[config.mk]
export PLATFORM = sky130hd
export DESIGN_NAME = mpa_scan
export DESIGN_NICKNAME = d
export VERILOG_FILES = /design/src/rtl/core/mpa_pkg.sv /design/src/rtl/core/mpa_scan.sv
export SDC_FILE = /design/constraint.sdc
export NUM_CORES = 1
export LEC_CHECK = 0
export ABC_CLOCK_PERIOD_IN_PS = 6500
export BUFFER_PORTS_ARGS = -buffer_cell sky130_fd_sc_hd__buf_2
export CORE_MARGIN = 2
export CORE_UTILIZATION = 48
export CTS_CLUSTER_DIAMETER = 200
export DETAILED_ROUTE_END_ITERATION = 16
export GPL_TIMING_DRIVEN = 0
export PLACE_DENSITY = 0.86
export SYNTH_ARGS = -nofsm -noshare
export SYNTH_HDL_FRONTEND = slang
export SYNTH_SLANG_ARGS = --single-unit
export TNS_END_PERCENT = 1
[constraint.sdc]
create_clock -name clk -period 6.5 [get_ports clk]
set_input_delay 0.325 -clock clk [delete_from_list [all_inputs] [get_ports clk]]
set_output_delay 0.325 -clock clk [all_outputs]
set_load 0.02 [all_outputs]
[src/rtl/core/mpa_pkg.sv]
// mpa_pkg: shared constants, register codes and control structs for the
// max pooling with argmax core.
// No dependencies; used by every module in rtl/core.
package mpa_pkg;

	// Default values for the top-level parameters
	localparam int STORE_DEPTH_DEF = 65536;
	localparam int MAX_WINDOW_DEF  = 8;
	localparam int SAMPLE_BITS_DEF = 16;

	// Flat image index: row*W*C + col*C + channel, up to 1024*1024*64
	localparam int FLAT_W    = 26;
	// Reported index bits
	localparam int IDX_W     = 16;
	// Window size counters (covers window sizes up to 16)
	localparam int WIN_CNT_W = 5;
	// W*C, up to 65536
	localparam int ROW_STR_W = 17;

	// APB port
	localparam int PADDR_W = 5;
	localparam int PDATA_W = 32;

	// Register indexes (paddr[4:2])
	localparam logic [2:0] REG_IMAGE_WIDTH   = 3'd0;
	localparam logic [2:0] REG_IMAGE_HEIGHT  = 3'd1;
	localparam logic [2:0] REG_CHANNEL_COUNT = 3'd2;
	localparam logic [2:0] REG_WINDOW_WIDTH  = 3'd3;
	localparam logic [2:0] REG_WINDOW_HEIGHT = 3'd4;
	localparam logic [2:0] REG_WINDOW_STRIDE = 3'd5;
	localparam logic [2:0] REG_INDEX_ENABLE  = 3'd6;

	// Register reset values
	localparam logic [10:0] RST_IMAGE_WIDTH   = 11'd8;
	localparam logic [10:0] RST_IMAGE_HEIGHT  = 11'd8;
	localparam logic [6:0]  RST_CHANNEL_COUNT = 7'd1;
	localparam logic [3:0]  RST_WINDOW_WIDTH  = 4'd2;
	localparam logic [3:0]  RST_WINDOW_HEIGHT = 4'd2;
	localparam logic [3:0]  RST_WINDOW_STRIDE = 4'd2;

	// Upper bounds applied to register values
	localparam logic [10:0] IMG_MAX    = 11'd1024;
	localparam logic [6:0]  CHS_MAX    = 7'd64;
	localparam logic [3:0]  STRIDE_MAX = 4'd8;

	// Cycles input stays blocked after a register write (derived terms settle)
	localparam logic [1:0] CFG_SETTLE = 2'd2;

	// Effective geometry and derived terms, config block to datapath
	typedef struct packed {
		logic [10:0]           w;
		logic [10:0]           h;
		logic [6:0]            chs;
		logic [WIN_CNT_W-1:0]  fw;
		logic [WIN_CNT_W-1:0]  fh;
		logic [3:0]            stride;
		logic                  idx_en;
		logic [ROW_STR_W-1:0]  row_stride;
		logic [FLAT_W-1:0]     win_back;
		logic                  settle;
		logic                  restart;
	} geom_t;

	// Raster position status for the sample at the input
	typedef struct packed {
		logic [FLAT_W-1:0] here;
		logic              trig;
		logic              last;
	} pos_t;

endpackage

[src/rtl/core/mpa_scan.sv]
// mpa_scan: input handshake, sample write, window scan over the store,
// running strict-greater maximum and the result register.
// Depends on mpa_pkg; drives mpa_store ports, fed by mpa_raster and mpa_cfg.
module mpa_scan #(
	parameter int STORE_DEPTH = mpa_pkg::STORE_DEPTH_DEF,
	parameter int SAMPLE_BITS = mpa_pkg::SAMPLE_BITS_DEF,
	localparam int AW         = $clog2(STORE_DEPTH)
) (
	input  logic                       clk,
	input  logic                       arst_n,
	input  mpa_pkg::geom_t             geom,
	input  mpa_pkg::pos_t              pos,
	input  logic                       sample_valid,
	output logic                       sample_ready,
	input  logic [SAMPLE_BITS-1:0]     sample_value,
	output logic                       advance,
	output logic                       wr_en,
	output logic [AW-1:0]              wr_addr,
	output logic [SAMPLE_BITS-1:0]     wr_data,
	output logic                       rd_en,
	output logic [AW-1:0]              rd_addr,
	input  logic [SAMPLE_BITS-1:0]     rd_data,
	output logic                       result_valid,
	input  logic                       result_ready,
	output logic [SAMPLE_BITS-1:0]     max_value,
	output logic [mpa_pkg::IDX_W-1:0]  max_index,
	output logic                       index_valid,
	output logic                       last_of_image
);

	typedef enum logic [1:0] {
		S_IDLE,
		S_SCAN,
		S_DRAIN,
		S_EMIT
	} state_t;

	localparam logic [SAMPLE_BITS-1:0] FLOOR = {1'b1, {(SAMPLE_BITS-1){1'b0}}};

	state_t state_q;

	// scan address generation
	logic [mpa_pkg::FLAT_W-1:0]    addr_q, row_base_q;
	logic [mpa_pkg::WIN_CNT_W-1:0] m_q, n_q;
	// read pipeline
	logic                          vld_s1;
	logic [mpa_pkg::IDX_W-1:0]     flat_s1;
	// running best
	logic [SAMPLE_BITS-1:0]        best_q;
	logic [mpa_pkg::IDX_W-1:0]     bidx_q;
	logic                          bval_q, last_img_q;

	logic                          col_end, scan_fin, start, emit;
	logic [mpa_pkg::FLAT_W-1:0]    top_left, next_row;

	assign sample_ready = (state_q == S_IDLE) && !geom.settle;
	assign advance      = sample_valid && sample_ready;
	assign start        = advance && pos.trig;
	// result register loads when empty or being drained this cycle
	assign emit         = (state_q == S_EMIT) && (!result_valid || result_ready);

	// every accepted sample is stored at its flat index
	assign wr_en   = advance;
	assign wr_addr = pos.here[AW-1:0];
	assign wr_data = sample_value;
	assign rd_en   = (state_q == S_SCAN);
	assign rd_addr = addr_q[AW-1:0];

	assign col_end  = (m_q == geom.fw - mpa_pkg::WIN_CNT_W'(1));
	assign scan_fin = col_end && (n_q == geom.fh - mpa_pkg::WIN_CNT_W'(1));
	assign top_left = pos.here - geom.win_back;
	assign next_row = row_base_q + mpa_pkg::FLAT_W'(geom.row_stride);

	// Control and result register
	always_ff @(posedge clk or negedge arst_n) begin
		if (!arst_n) begin
			state_q       <= S_IDLE;
			vld_s1        <= 1'b0;
			result_valid  <= 1'b0;
			max_value     <= '0;
			max_index     <= '0;
			index_valid   <= 1'b0;
			last_of_image <= 1'b0;
		end else begin
			vld_s1 <= (state_q == S_SCAN);
			if (result_valid && result_ready && !emit)
				result_valid <= 1'b0;
			unique case (state_q)
				S_IDLE: begin
					if (start)
						state_q <= S_SCAN;
				end
				S_SCAN: begin
					if (scan_fin)
						state_q <= S_DRAIN;
				end
				// last read data is compared here
				S_DRAIN: state_q <= S_EMIT;
				S_EMIT: begin
					if (emit) begin
						result_valid  <= 1'b1;
						max_value     <= best_q;
						max_index     <= (geom.idx_en && bval_q) ? bidx_q : '0;
						index_valid   <= bval_q;
						last_of_image <= last_img_q;
						state_q       <= S_IDLE;
					end
				end
				default: state_q <= S_IDLE;
			endcase
		end
	end

	// Scan datapath
	always_ff @(posedge clk) begin
		if (start) begin
			addr_q     <= top_left;
			row_base_q <= top_left;
			m_q        <= '0;
			n_q        <= '0;
			best_q     <= FLOOR;
			bidx_q     <= '0;
			bval_q     <= 1'b0;
			last_img_q <= pos.last;
		end else if (state_q == S_SCAN) begin
			flat_s1 <= addr_q[mpa_pkg::IDX_W-1:0];
			if (col_end) begin
				m_q        <= '0;
				n_q        <= n_q + mpa_pkg::WIN_CNT_W'(1);
				row_base_q <= next_row;
				addr_q     <= next_row;
			end else begin
				m_q    <= m_q + mpa_pkg::WIN_CNT_W'(1);
				addr_q <= addr_q + mpa_pkg::FLAT_W'(geom.chs);
			end
		end
		// strict greater: first maximum in scan order wins
		if (vld_s1 && ($signed(rd_data) > $signed(best_q))) begin
			best_q <= rd_data;
			bidx_q <= flat_s1;
			bval_q <= 1'b1;
		end
	end

endmodule

* Word level (Yosys, flattened, before mapping)
Cells that the tools add are included.
** Word-level totals
- Bits of input ports :: 153
- Output and inout bits :: 87
- Bits in registers :: 150
- Logic and storage cells :: 74
** Operators by class
- Mux-type cells :: 19
- Bitwise gates (word level) :: 1
- $add $sub $neg :: 7
- Reduce and logical (&&, ||, !) cells :: 22
- Equal/unequal tests :: 8
- Order comparisons :: 1
** Operators with widths (count)
- two-way mux 26 bit :: 6
- two-way mux 16 bit :: 5
- adder 26 x 17 -> 26 bit :: 1
- adder 26 x 7 -> 26 bit :: 1
- subtractor 26 bit :: 1
- greater-than comparator 16 bit :: 1
- adder 5 x 1 -> 5 bit (second input constant) :: 2
- == test 5 bit :: 2
- subtractor 5 x 1 -> 5 bit (second input constant) :: 2
- logical AND 1 bit :: 9
- case mux 2 bit (4 select lines) :: 1
- AND reduction 2 bit :: 4
- two-way mux 2 bit :: 3
- nonzero test 2 bit :: 3
- two-way mux 5 bit :: 1
- == test 2 bit (second input constant) :: 2
- inequality test 2 bit (second input constant) :: 2
- zero test 1 bit :: 3
- two-way mux 1 bit :: 3
- AND reduction 3 bit :: 1
- == test 2 x 1 -> 1 bit (second input constant) :: 1
- zero test 2 bit :: 1
- inequality test 2 x 1 -> 1 bit (second input constant) :: 1
- logical OR 1 bit :: 1
- NOT 1 bit :: 1

* Logic depth before layout (Yosys ltp)
Gate-level depths: netlist (run 1).
- Depth after elaboration :: 8
- Mapped depth :: 11
- Mapped depth without buffers :: 10

* Worst setup path before layout (run 1)
Ideal clock, no wire load.
- Path type :: reg2reg
- Start :: register state_q[0]
- End :: register best_q[0], enable pin
- Stages on the path, launching flop included :: 9
- Setup time :: 0.375 ns
- Required time :: 6.125 ns
- Setup slack :: 3.747 ns
- Arrival :: 2.378 ns
- Cell sequence :: dfrtp_1 > inv_1 > ha_1 > nor2b_1 > and2_1 > nand2_1 > inv_1 > clkbuf_1 > or2_2
** On the way
- Cells in the longest elaborated chain, start to end :: 5
** Ends and longest elaborated chain
- start, declared :: RTL line mpa_scan.sv:40 : state_t state_q;
- start signal, assigned :: RTL line mpa_scan.sv:77 : state_q <= S_IDLE;
- start signal, assigned :: RTL line mpa_scan.sv:91 : state_q <= S_SCAN;
- start signal, assigned :: RTL line mpa_scan.sv:95 : state_q <= S_DRAIN;
- zero test 2 bit :: RTL line mpa_scan.sv:56 : assign sample_ready = (state_q == S_IDLE) && !geom.settle;
- logical AND 1 bit :: RTL line mpa_scan.sv:56
- named net sample_ready :: RTL line mpa_scan.sv:14 : output logic sample_ready,
- logical AND 1 bit :: RTL line mpa_scan.sv:57 : assign advance = sample_valid && sample_ready;
- named net advance :: RTL line mpa_scan.sv:16 : output logic advance,
- logical AND 1 bit :: RTL line mpa_scan.sv:58 : assign start = advance && pos.trig;
- nonzero test 2 bit (no source line)
- end signal, assigned :: RTL line mpa_scan.sv:139 : best_q <= rd_data;
- end, declared :: RTL line mpa_scan.sv:49 : logic [SAMPLE_BITS-1:0] best_q;
The timed path passes the listed nets, and every way through them passes these cells.
A chain may end at the register's enable or synchronous reset.

* Worst setup path after layout (run 1)
- Start :: register state_q[0]
- End :: register addr_q[13] (netlist name), enable pin
** On the way
- Cells in the longest elaborated chain, start to end :: 5
- Elaborated cells between the ends (all ways) :: 6
** Ends and longest elaborated chain
- zero test 2 bit :: RTL line mpa_scan.sv:56
- logical AND 1 bit :: RTL line mpa_scan.sv:56
- logical AND 1 bit :: RTL line mpa_scan.sv:57
- logical AND 1 bit :: RTL line mpa_scan.sv:58
- nonzero test 2 bit (no source line) (*)
- end signal, assigned :: RTL line mpa_scan.sv:117 : addr_q <= top_left;
- end signal, assigned :: RTL line mpa_scan.sv:131 : addr_q <= next_row;
- end signal, assigned :: RTL line mpa_scan.sv:134 : addr_q <= addr_q + mpa_pkg::FLAT_W'(geom.chs);
- end, declared :: RTL line mpa_scan.sv:43 : logic [mpa_pkg::FLAT_W-1:0] addr_q, row_base_q;
Every way passes the cells marked *; elsewhere a longest branch is shown, timed or not.

==> qor.yml, run 1 <==
num_vias: 6265
vias_in_the_first_global_route: 6246
yosys.cell_types.count: 61
crit_path_top_delay_cell: "sky130_fd_sc_hd__buf_1"
num_io_pins: 240
most_frequent_cell_after_synthesis: "sky130_fd_sc_hd__nand2_1"
drt_iter0_drc: 364
outcome: "completed"
r2r.worst_path.cells: 8
cts_made_buffers: 17
clockRootBuffer: "sky130_fd_sc_hd__clkbuf_16"
final_hold_viol_count: 0
drcViolationCount: 0
timing.final.max_slew_violations: 0
worst_pin_slew_ns: 0.893
timing.critical_path.arrival_ns: 3.13
start_util_pct: 49.5
clk_latency_ns: 0.42
power.ir.vdd_worst_uv: 255
synth_enable_flop_cells: 81
timing.hold.worst.class: "in2async"
min_period_over_period_pct: 47.8
cts_htree_levels: 4
grt_first_pass_wirelength_mm: 29.3
place_ws_ns: 3.45
ys_ff_latch: 130
yosys-top-cells-area: "sky130_fd_sc_hd__edfxtp_1, sky130_fd_sc_hd__dfrtp_1, sky130_fd_sc_hd__ha_1, sky130_fd_sc_hd__nand2_1, sky130_fd_sc_hd__o21ai_0"
postRouteWirelength_mm: 17.9
placedCellCount: 1173
clock_sink_count: 130
port_buffers: 175
timing.critical_path.from_type: "flop"
drt-pass1-iter-count: 6
fin_setup_tns_ns: 0
largest_net_degree_at_the_start_of_global_routing: 39
cp_common_cell: "sky130_fd_sc_hd__nand2_1"
antenna-diode-count: 0
cts_tree: "done"
syn_to_final_growth_pct: 22.6
core_um2: 15900
synth_cells: 782
synth_top_cell_by_area: "sky130_fd_sc_hd__edfxtp_1"
path_clk_slew_ns: 0.06
ant_nets: 0
place.detailed.hpwl_mm: 13.8
power_leakage_nw: 4.50
critical_path_peak_fanout: 16
seq_area_frac_synth_pct: 45.7
setup_violations: 0
grt_setup_unrepaired: "no"
cts.repair_timing.setup_buffer_count: 0
finalCriticalPeriod_ns: 3.11
ctsResizeCount: 0
worstSetupEndpointType: "flop"
syn-cell-area_um2: 7880
slew_headroom_pct: 40.3
yosysWarnings: 0
cts_hold_buf: 0
maxCapViolCount: 0
startpoint: "state_q[0]"
final_layout_size_suffix_gt1_share_pct: 26.0
fillerInstances: 1301
slowest_delay_ns: 0.50
finClkSkew_ns: 0.00692
p_per_area_nw_per_um2: 423
viasPerCell: 5.20
die_w_um: 132
grt_overflow_total: 0
ys_dominant_reg_cell: "sky130_fd_sc_hd__edfxtp_1"
fp.dieH_um: 132
crit_required_ns: 6.52
core.rowCount: 46
max-clock-path-buffers: 2
fin_nets: 1195
max_freq_ghz: 0.322
synth_commonest_cells: "sky130_fd_sc_hd__nand2_1, sky130_fd_sc_hd__edfxtp_1, sky130_fd_sc_hd__ha_1"
synthesis.nets: 1001
post-synth-top-area-fraction_pct: 30.9
wl_per_cell_um: 14.9
setup_cp_type: "reg2reg"
final_core_util_pct: 60.6
async_sr_flop_fraction_pct: 29.2
postLayoutSetupSlackWorst_ns: 3.39
finalWeightedCongestion: 0.916
layoutNonFillerInstCount: 1205
grt_usage_pct: 21.2
grt_antenna_before_repair: 0
timing.critical_path.cells: "inv_1 > ha_1 > nor2b_1 > and2_1 > nand2_1 > buf_1 > clkbuf_1 > nand2_1"
timing.rr.start: "state_q[0]"
die-area_um2: 17500
synth_area_per_cell_um2: 10.1
## final cells by class
type / instances / area (um^2) / share of cell area (%)
well taps: 216 / 270 / 2.80
plain buffers: 54 / 332 / 3.43
multi-input cells: 551 / 3770 / 39.0
inverters: 47 / 176 / 1.82
clock inverters: 10 / 153 / 1.58
clock buffers: 22 / 485 / 5.02
flip-flops and latches: 130 / 3600 / 37.3
repair buffers: 175 / 876 / 9.06
## cell usage in the layout (no fill, tap or decap), drive strengths merged, types with 8 or more instances in the layout
cell / count
xor2: 29
nand2: 86
a21o: 20
dfrtp: 38
edfxtp: 81
dfxtp: 11
nand3: 14
buf: 215
and2: 38
nor2: 49
mux2: 9
nand4: 11
nor3: 10
ha: 63
o21a: 8
clkbuf: 36
o21ai: 63
a21oi: 39
xnor2: 28
nand2b: 9
inv: 47
## stage by stage
| stage | area [um^2] | hold WS (ns) | power (W) |
|---|---|---|---|
| CTS | 9670 | 0.0394 | 0.00410 |
| global route | 9670 | 0.0822 | 0.00436 |
| floorplan | 7880 | 0.0294 | 0.00257 |
| finish | 9670 | 0.00743 | 0.00409 |
| detailed placement | 9030 | 0.465 | 0.00307 |
| global placement | 9030 | 0.456 | 0.00300 |
## worst paths after layout
check                           endpoint  slack (ns)
max                           addr_q[13]        3.39
min                         max_value[1]       0.007
max reg2reg                   addr_q[13]        3.39
min reg2reg                 max_index[6]        0.48
max in group asynchronous  max_value[11]        5.96
min in group clk              last_img_q        0.09
## state kept, by name, indices dropped and copies added, names as in the netlist
name           flops
m_q                5
bidx_q            16
max_value         16
last_of_image      1
state_q            2
vld_s1             1
max_index         16
n_q                5
result_valid       1
bval_q             1
addr_q            16
index_valid        1
best_q            16
row_base_q        16
last_img_q         1
flat_s1           16
## per-layer routing
layer | global-route usage [%] | vias up | wire length [um]
li1 | - | 3119 | -
met1 | 24.7 | 2841 | 7250
met2 | 37.2 | 265 | 8840
met3 | 5.31 | 40 | 1330
met4 | 8.76 | 0 | 518
met5 | 0 | - | 0
## worst max-delay path: cells and delay by family, from the launching register on
kind	cells	cell delay, ns
adders and majority gates	1	0.24
buffers and inverters	3	1.02
and+or+nand+nor	4	1.05
DFF	1	0.39
## report_power, final
part	internal [W]	switching [W]	leakage (nW)
registers	0.00130	0.000167	1.33
clock network	0.000681	0.000345	0.316
logic	0.000601	0.000997	2.85
## cell families after synthesis
group / after synthesis / synth area share [%]
AND/OR/NAND/NOR: 238 / 14.5
AO/OA/AOI/OAI: 175 / 14.3
flip-flops: 130 / 45.7
buffers and inverters: 101 / 6.44
adder cells (fa/ha/maj): 66 / 10.8
XOR/XNOR: 57 / 6.33
multiplexers: 15 / 2.05
Note: power is estimated with default switching activity, not from simulation.
==> run 2: changes to the inputs <==
--- a/config.mk
+++ b/config.mk
@@ -5,14 +5,15 @@
 export SDC_FILE = /design/constraint.sdc
 export NUM_CORES = 1
 export LEC_CHECK = 0
-export ABC_CLOCK_PERIOD_IN_PS = 6500
+export ABC_AREA = 1
+export ABC_CLOCK_PERIOD_IN_PS = 3200
 export BUFFER_PORTS_ARGS = -buffer_cell sky130_fd_sc_hd__buf_2
 export CORE_MARGIN = 2
 export CORE_UTILIZATION = 48
 export CTS_CLUSTER_DIAMETER = 200
 export DETAILED_ROUTE_END_ITERATION = 16
 export GPL_TIMING_DRIVEN = 0
-export PLACE_DENSITY = 0.86
+export PLACE_DENSITY = 0.85
 export SYNTH_ARGS = -nofsm -noshare
 export SYNTH_HDL_FRONTEND = slang
 export SYNTH_SLANG_ARGS = --single-unit
==> constraint.sdc (replaced) <==
create_clock -name clk -period 3.2 [get_ports clk]
set_input_delay 0.16 -clock clk [delete_from_list [all_inputs] [get_ports clk]]
set_output_delay 0.16 -clock clk [all_outputs]
set_load 0.02 [all_outputs]
==> run 2 against run 1 <==
Worst hold slack better by 0.011 ns. Worst setup slack worse by 3.1 ns. Clock skew down 0.0012 ns. Routed wire length up 18%. Cell count up 28%. Power up 100%. Critical path type unchanged. Critical endpoint is now row_base_q[15]. Largest power group unchanged.
==> qor.yml, run 2 <==
outcome: "completed"
final_layout_size_suffix_gt1_share_pct: 20.6
timing.critical_path.arrival_ns: 2.98
clock_sink_count: 130
post-synth-top-area-fraction_pct: 28.2
layoutNonFillerInstCount: 1542
maxCapViolCount: 0
ant_nets: 0
die_w_um: 138
p_per_area_nw_per_um2: 807
cts_made_buffers: 17
critical_path_peak_fanout: 20
placedCellCount: 1507
seq_area_frac_synth_pct: 41.8
synth_top_family_by_area: "simple AND/OR/NAND/NOR gates"
dpl-instance-area_um2: 9770
viasPerCell: 4.99
finalWeightedCongestion: 0.904
fin_nets: 1522
power.ir.vdd_worst_uv: 455
yosys.area_share.simple_pct: 27.2
slew_headroom_pct: 38.9
setup_cp_type: "reg2reg"
global_route.peak_usage_layer: "met2"
crit_path_top_delay_cell: "sky130_fd_sc_hd__ha_1"
ys_dominant_reg_cell: "sky130_fd_sc_hd__edfxtp_1"
syn-cell-area_um2: 8610
met1_usage_pct: 25.5
place.detailed.hpwl_mm: 16.5
synth.mux.area_fraction_pct: 0
crit_required_ns: 3.25
worstSetupEndpointType: "flop"
grt_overflow_total: 0
fillerInstances: 1525
drcViolationCount: 0
setup_violations: 0
ys_ff_latch: 130
finalCriticalPeriod_ns: 2.93
worstPathBufferInverterCount: 2
cts_tree: "done"
timing.critical_path.from_type: "flop"
num_io_pins: 240
min_period_over_period_pct: 91.7
drt_iter0_drc: 449
finClkSkew_ns: 0.00575
max_freq_ghz: 0.341
post-route-cell-area_um2: 10400
yosysWarnings: 0
cts_htree_levels: 4
holdWs_ns: 0.0180
cts.repair_timing.setup_buffer_count: 0
grt_antenna_before_repair: 2
layout_commonest_cell: "sky130_fd_sc_hd__nand2_1"
synth_area_per_cell_um2: 7.78
async_sr_flop_fraction_pct: 29.2
yosys.cell_types.count: 41
synth-xor-area-share_pct: 3.15
synth_cells: 1107
path_clk_slew_ns: 0.06
syn_to_final_growth_pct: 20.6
grt_usage_pct: 23.2
die-area_um2: 19000
cp_top_delay_family: "simple AND/OR/NAND/NOR gates"
drt-pass1-iter-count: 5
power_leakage_nw: 5.55
most_frequent_cell_after_synthesis: "sky130_fd_sc_hd__nand2_1"
layout_common_cells: "sky130_fd_sc_hd__nand2_1, sky130_fd_sc_hd__buf_2, sky130_fd_sc_hd__inv_1"
largest_net_degree_at_the_start_of_global_routing: 39
grt_setup_unrepaired: "no"
grt_first_pass_wirelength_mm: 34.2
global_route.usage.met2_pct: 43.0
yosys-top-cells-area: "sky130_fd_sc_hd__edfxtp_1, sky130_fd_sc_hd__nand2_1, sky130_fd_sc_hd__dfrtp_1, sky130_fd_sc_hd__ha_1, sky130_fd_sc_hd__inv_1"
num_vias: 7695
synth_enable_flop_cells: 81
timing.critical_path.cells: "inv_1 > ha_1 > clkbuf_1 > nand2_4 > nand2_1"
start_util_pct: 49.4
vias_in_the_first_global_route: 7514
max-clock-path-buffers: 2
synth_commonest_cells: "sky130_fd_sc_hd__nand2_1, sky130_fd_sc_hd__inv_1, sky130_fd_sc_hd__nor2_1"
clockRootBuffer: "sky130_fd_sc_hd__clkbuf_16"
fp.dieH_um: 138
grt_util_met3_pct: 6.40
core.rowCount: 48
postRouteWirelength_mm: 21.2
synthesis.nets: 1326
core_um2: 17400
clk_latency_ns: 0.43
final_hold_viol_count: 0
wl_per_cell_um: 13.8
timing.hold.worst.class: "in2reg"
synth_compound_gate_area_share_pct: 6.39
slowest_delay_ns: 0.70
synth_top_cell_by_area: "sky130_fd_sc_hd__edfxtp_1"
port_buffers: 175
timing.final.max_slew_violations: 0
worst_pin_slew_ns: 0.915
post_synth_fa_ha_maj_area_fraction_pct: 9.85
[run 2: power by group]
part / switching [W] / internal (W)
combinational: 0.00227 / 0.00115
clock: 0.000748 / 0.00122
sequential: 0.000370 / 0.00263
total: 0.00339 / 0.00499
[run 2: logic make-up after synthesis]
kind of cell | after synthesis
flops | 130
xor+xnor | 31
simple gates | 551
buf+inv | 224
compound gates | 105
fa+ha+maj | 66
[run 2: cell type report]
cell class / instances / area [um^2] / area share [%]
Multi-Input combinational cell: 753 / 4010 / 38.6
Sequential cell: 130 / 3600 / 34.7
Timing Repair Buffer: 177 / 896 / 8.62
Inverter: 173 / 657 / 6.32
Clock buffer: 18 / 429 / 4.13
Buffer: 51 / 340 / 3.28
Tap cell: 225 / 282 / 2.71
Clock inverter: 14 / 164 / 1.58
Antenna cell: 1 / 2.50 / 0.0241
[run 2: per-stage QoR]
| stage | TNS, ns | setup slack, ns | util [%] | total power, W |
|---|---|---|---|---|
| final | 0 | 0.267 | 59.6 | 0.00838 |
| after global routing | 0 | 0.0586 | 59.6 | 0.00897 |
| after CTS | 0 | 0.195 | 59.6 | 0.00839 |
| after detailed placement | -2.46 | -0.0780 | 56.1 | 0.00640 |
| after global placement | -1.53 | -0.0488 | 56.1 | 0.00624 |
| after floorplan | 0 | 0.550 | - | 0.00534 |
[run 2: repair_timing]
item,in CTS,in global routing
hold buffers,2,0
gates resized for setup,1,0
endpoints found under the hold margin,39,0
endpoints found under the setup margin,32,0
[run 2: worst reg2reg max path: stages, from the launching register on]
cell	delay, ns
sky130_fd_sc_hd__dfrtp_1	0.44
sky130_fd_sc_hd__inv_1	0.13
sky130_fd_sc_hd__ha_1	0.70
sky130_fd_sc_hd__clkbuf_1	0.45
sky130_fd_sc_hd__nand2_4	0.14
sky130_fd_sc_hd__nand2_1	0.70
[run 2: path summary, 6_finish.rpt]
path	start	endpoint	slack, ns	depth (start not counted)
worst min register to register	last_img_q	last_of_image	0.47	2
max in group asynchronous	arst_n	max_index[11]	2.29	2
worst max register to register	state_q[1]	row_base_q[15]	0.27	5
min in group asynchronous	arst_n	max_value[9]	0.38	2
worst max-delay path	state_q[1]	row_base_q[15]	0.27	5
worst min-delay path	result_ready	result_valid	0.02	4
[run 2: layer usage]
layer | vias to the layer above | wire (um)
met5 | - | 13
met4 | 2 | 498
met3 | 46 | 1400
met2 | 268 | 10700
met1 | 3482 | 8560
li1 | 3897 | -
==> run 3: changes to the inputs <==
--- a/config.mk
+++ b/config.mk
@@ -7,13 +7,13 @@
 export LEC_CHECK = 0
 export ABC_AREA = 1
 export ABC_CLOCK_PERIOD_IN_PS = 3200
-export BUFFER_PORTS_ARGS = -buffer_cell sky130_fd_sc_hd__buf_2
-export CORE_MARGIN = 2
+export CORE_MARGIN = 5
 export CORE_UTILIZATION = 48
 export CTS_CLUSTER_DIAMETER = 200
 export DETAILED_ROUTE_END_ITERATION = 16
+export DONT_BUFFER_PORTS = 1
 export GPL_TIMING_DRIVEN = 0
-export PLACE_DENSITY = 0.85
+export PLACE_DENSITY = 0.74
 export SYNTH_ARGS = -nofsm -noshare
 export SYNTH_HDL_FRONTEND = slang
 export SYNTH_SLANG_ARGS = --single-unit
==> run 3 against run 2 <==
Flip-flop and latch count unchanged. Worst setup slack better by 0.0021 ns. Cell area down 6.4%. Utilization down 5.2 points. Via count down 10%. Maximum frequency about the same. Critical path type unchanged. Highest routed layer is now met4.
==> qor.yml, run 3 (synthesized netlist as in run 2, its figures left out) <==
layout_common_cells: "sky130_fd_sc_hd__nand2_1, sky130_fd_sc_hd__inv_1, sky130_fd_sc_hd__nor2_1"
path_clk_slew_ns: 0.06
timing.hold.worst.class: "in2reg"
seq_power_share_pct: 42.2
syn_to_final_growth_pct: 12.9
max-clock-path-buffers: 2
drcViolationCount: 0
fin_setup_tns_ns: 0
final_hold_viol_count: 0
largest_net_degree_at_the_start_of_global_routing: 39
timing.critical_path.from_type: "flop"
post-route-cell-area_um2: 9720
antenna-diode-count: 0
clockRootBuffer: "sky130_fd_sc_hd__clkbuf_16"
detail_route.wirelength.met1_mm: 8.18
die_w_um: 144
worst_pin_slew_ns: 0.923
grt_antenna_before_repair: 0
r2r_setup_slk_ns: 0.27
vias_in_the_first_global_route: 6712
p_total_w: 0.00806
setup_cp_type: "reg2reg"
grt_overflow_total: 0
clock_sink_count: 130
critical_path_peak_fanout: 32
grt_setup_unrepaired: "no"
layoutNonFillerInstCount: 1388
cts.repair_timing.setup_buffer_count: 0
final-seq-area_um2: 3600
finalWeightedCongestion: 0.914
place.detailed.hpwl_mm: 15.6
clk_latency_ns: 0.43
start_util_pct: 48.3
placedCellCount: 1336
outcome: "completed"
grt_usage_pct: 19.3
setup_violations: 0
core_um2: 17800
p_per_area_nw_per_um2: 829
max_freq_ghz: 0.341
num_vias: 6908
comb_power_share_pct: 32.9
wl_per_cell_um: 14.3
p_int_w: 0.00479
power.ir.vdd_worst_uv: 584
multi_input_area_um2: 4020
cts_htree_levels: 4
drt-pass1-iter-count: 4
power_frac_clock_pct: 24.9
timing.final.max_slew_violations: 0
worstSetupEndpointType: "flop"
cts_tree: "done"
layout_commonest_cell: "sky130_fd_sc_hd__nand2_1"
final_layout_size_suffix_gt1_share_pct: 8.63
place_ws_ns: -0.225
met2_wirelength_mm: 9.36
postRouteWirelength_mm: 19.8
cts_made_buffers: 17
fp.dieH_um: 144
crit_required_ns: 3.25
finClkSkew_ns: 0.0132
finalCriticalPeriod_ns: 2.93
min_period_over_period_pct: 91.6
die-area_um2: 20700
timing.critical_path.arrival_ns: 2.98
power_leakage_nw: 4.93
drt_iter0_drc: 400
grt_first_pass_wirelength_mm: 31.3
port_buffers: 0
slew_headroom_pct: 38.3
ant_nets: 0
fin_nets: 1365
core.rowCount: 49
num_io_pins: 240
power_switching_w: 0.00327
switching_share_of_power_pct: 40.6
dpl-instance-area_um2: 8900
fillerInstances: 1622
topRoutingLayerUsed: "met4"
viasPerCell: 4.98
postLayoutSetupSlackWorst_ns: 0.269
wl_met3_mm: 1.74
maxCapViolCount: 0
==> run 3: cell count changes in the layout (fill, tap and decap cells not counted), sizes merged <==
cell,previous run,this run
clkinv,5,6
buf,216,42
clkbuf,28,27
clkinvlp,5,1
dlygate4sd3,2,19
diode,1,0
inv,174,178
==> run 3: layer usage <==
| layer | global-route usage (%) | up-vias |
|---|---|---|
| met3 | 6.39 | 34 |
| li1 | - | 3588 |
| met1 | 22.3 | 3087 |
| met5 | 0 | - |
| met2 | 32.7 | 199 |
| met4 | 8.28 | 0 |
==> run 3: repair_timing <==
| item | CTS | global route |
|---|---|---|
| hold buffers | 20 | 0 |
| endpoints found under the setup margin | 32 | 16 |
| gates resized for setup | 1 | 1 |
| endpoints found under the hold margin | 56 | 0 |
==> run 3: cell type report <==
type,count,share of cell area (%)
clock inverters,15,1.85
plain buffers,51,3.50
clock buffers,17,4.38
repair buffers,20,2.16
flip-flops and latches,130,37.1
well taps,229,2.95
inverters,173,6.76
multi-input cells,753,41.3
==> run 3: power groups by stage <==
stage	registers, W	clock network [W]	logic [W]
after CTS	0.00342	0.00202	0.00266
after detailed placement	0.00345	0	0.00259
after global routing	0.00348	0.00212	0.00304
final	0.00340	0.00201	0.00265
after global placement	0.00343	0	0.00253
after floorplan	0.00326	0	0.00208
==> run 3: path summary, 6_finish.rpt <==
path | endpoint | cells past startpoint | startpoint
setup / recovery | bidx_q[11] | 9 | state_q[0]
hold / removal | max_index[1] | 4 | geom[45]
setup reg to reg | bidx_q[11] | 9 | state_q[0]
hold reg to reg | last_of_image | 2 | last_img_q
max in group asynchronous | result_valid | 2 | arst_n
min in group asynchronous | max_value[8] | 2 | arst_n
==> run 3: through the flow <==
stage,hold WS (ns),utilization (%)
3_5_place_dp,-0.135,49.9
5_1_grt,0.0574,54.5
6_report,0.0605,54.5
4_1_cts,0.0502,54.5
3_3_place_gp,-0.135,49.9
2_1_floorplan,-0.136,-
==> run 3: critical path, cell delays in order, from the launching register on <==
cell and delay [ns]:
sky130_fd_sc_hd__dfrtp_1 0.43, sky130_fd_sc_hd__inv_1 0.12, sky130_fd_sc_hd__ha_1 0.18, sky130_fd_sc_hd__inv_1 0.07, sky130_fd_sc_hd__nor2_2 0.22, sky130_fd_sc_hd__and3_1 0.26
sky130_fd_sc_hd__buf_4 0.22, sky130_fd_sc_hd__inv_8 0.07, sky130_fd_sc_hd__clkbuf_1 0.28, sky130_fd_sc_hd__nand2_2 0.67
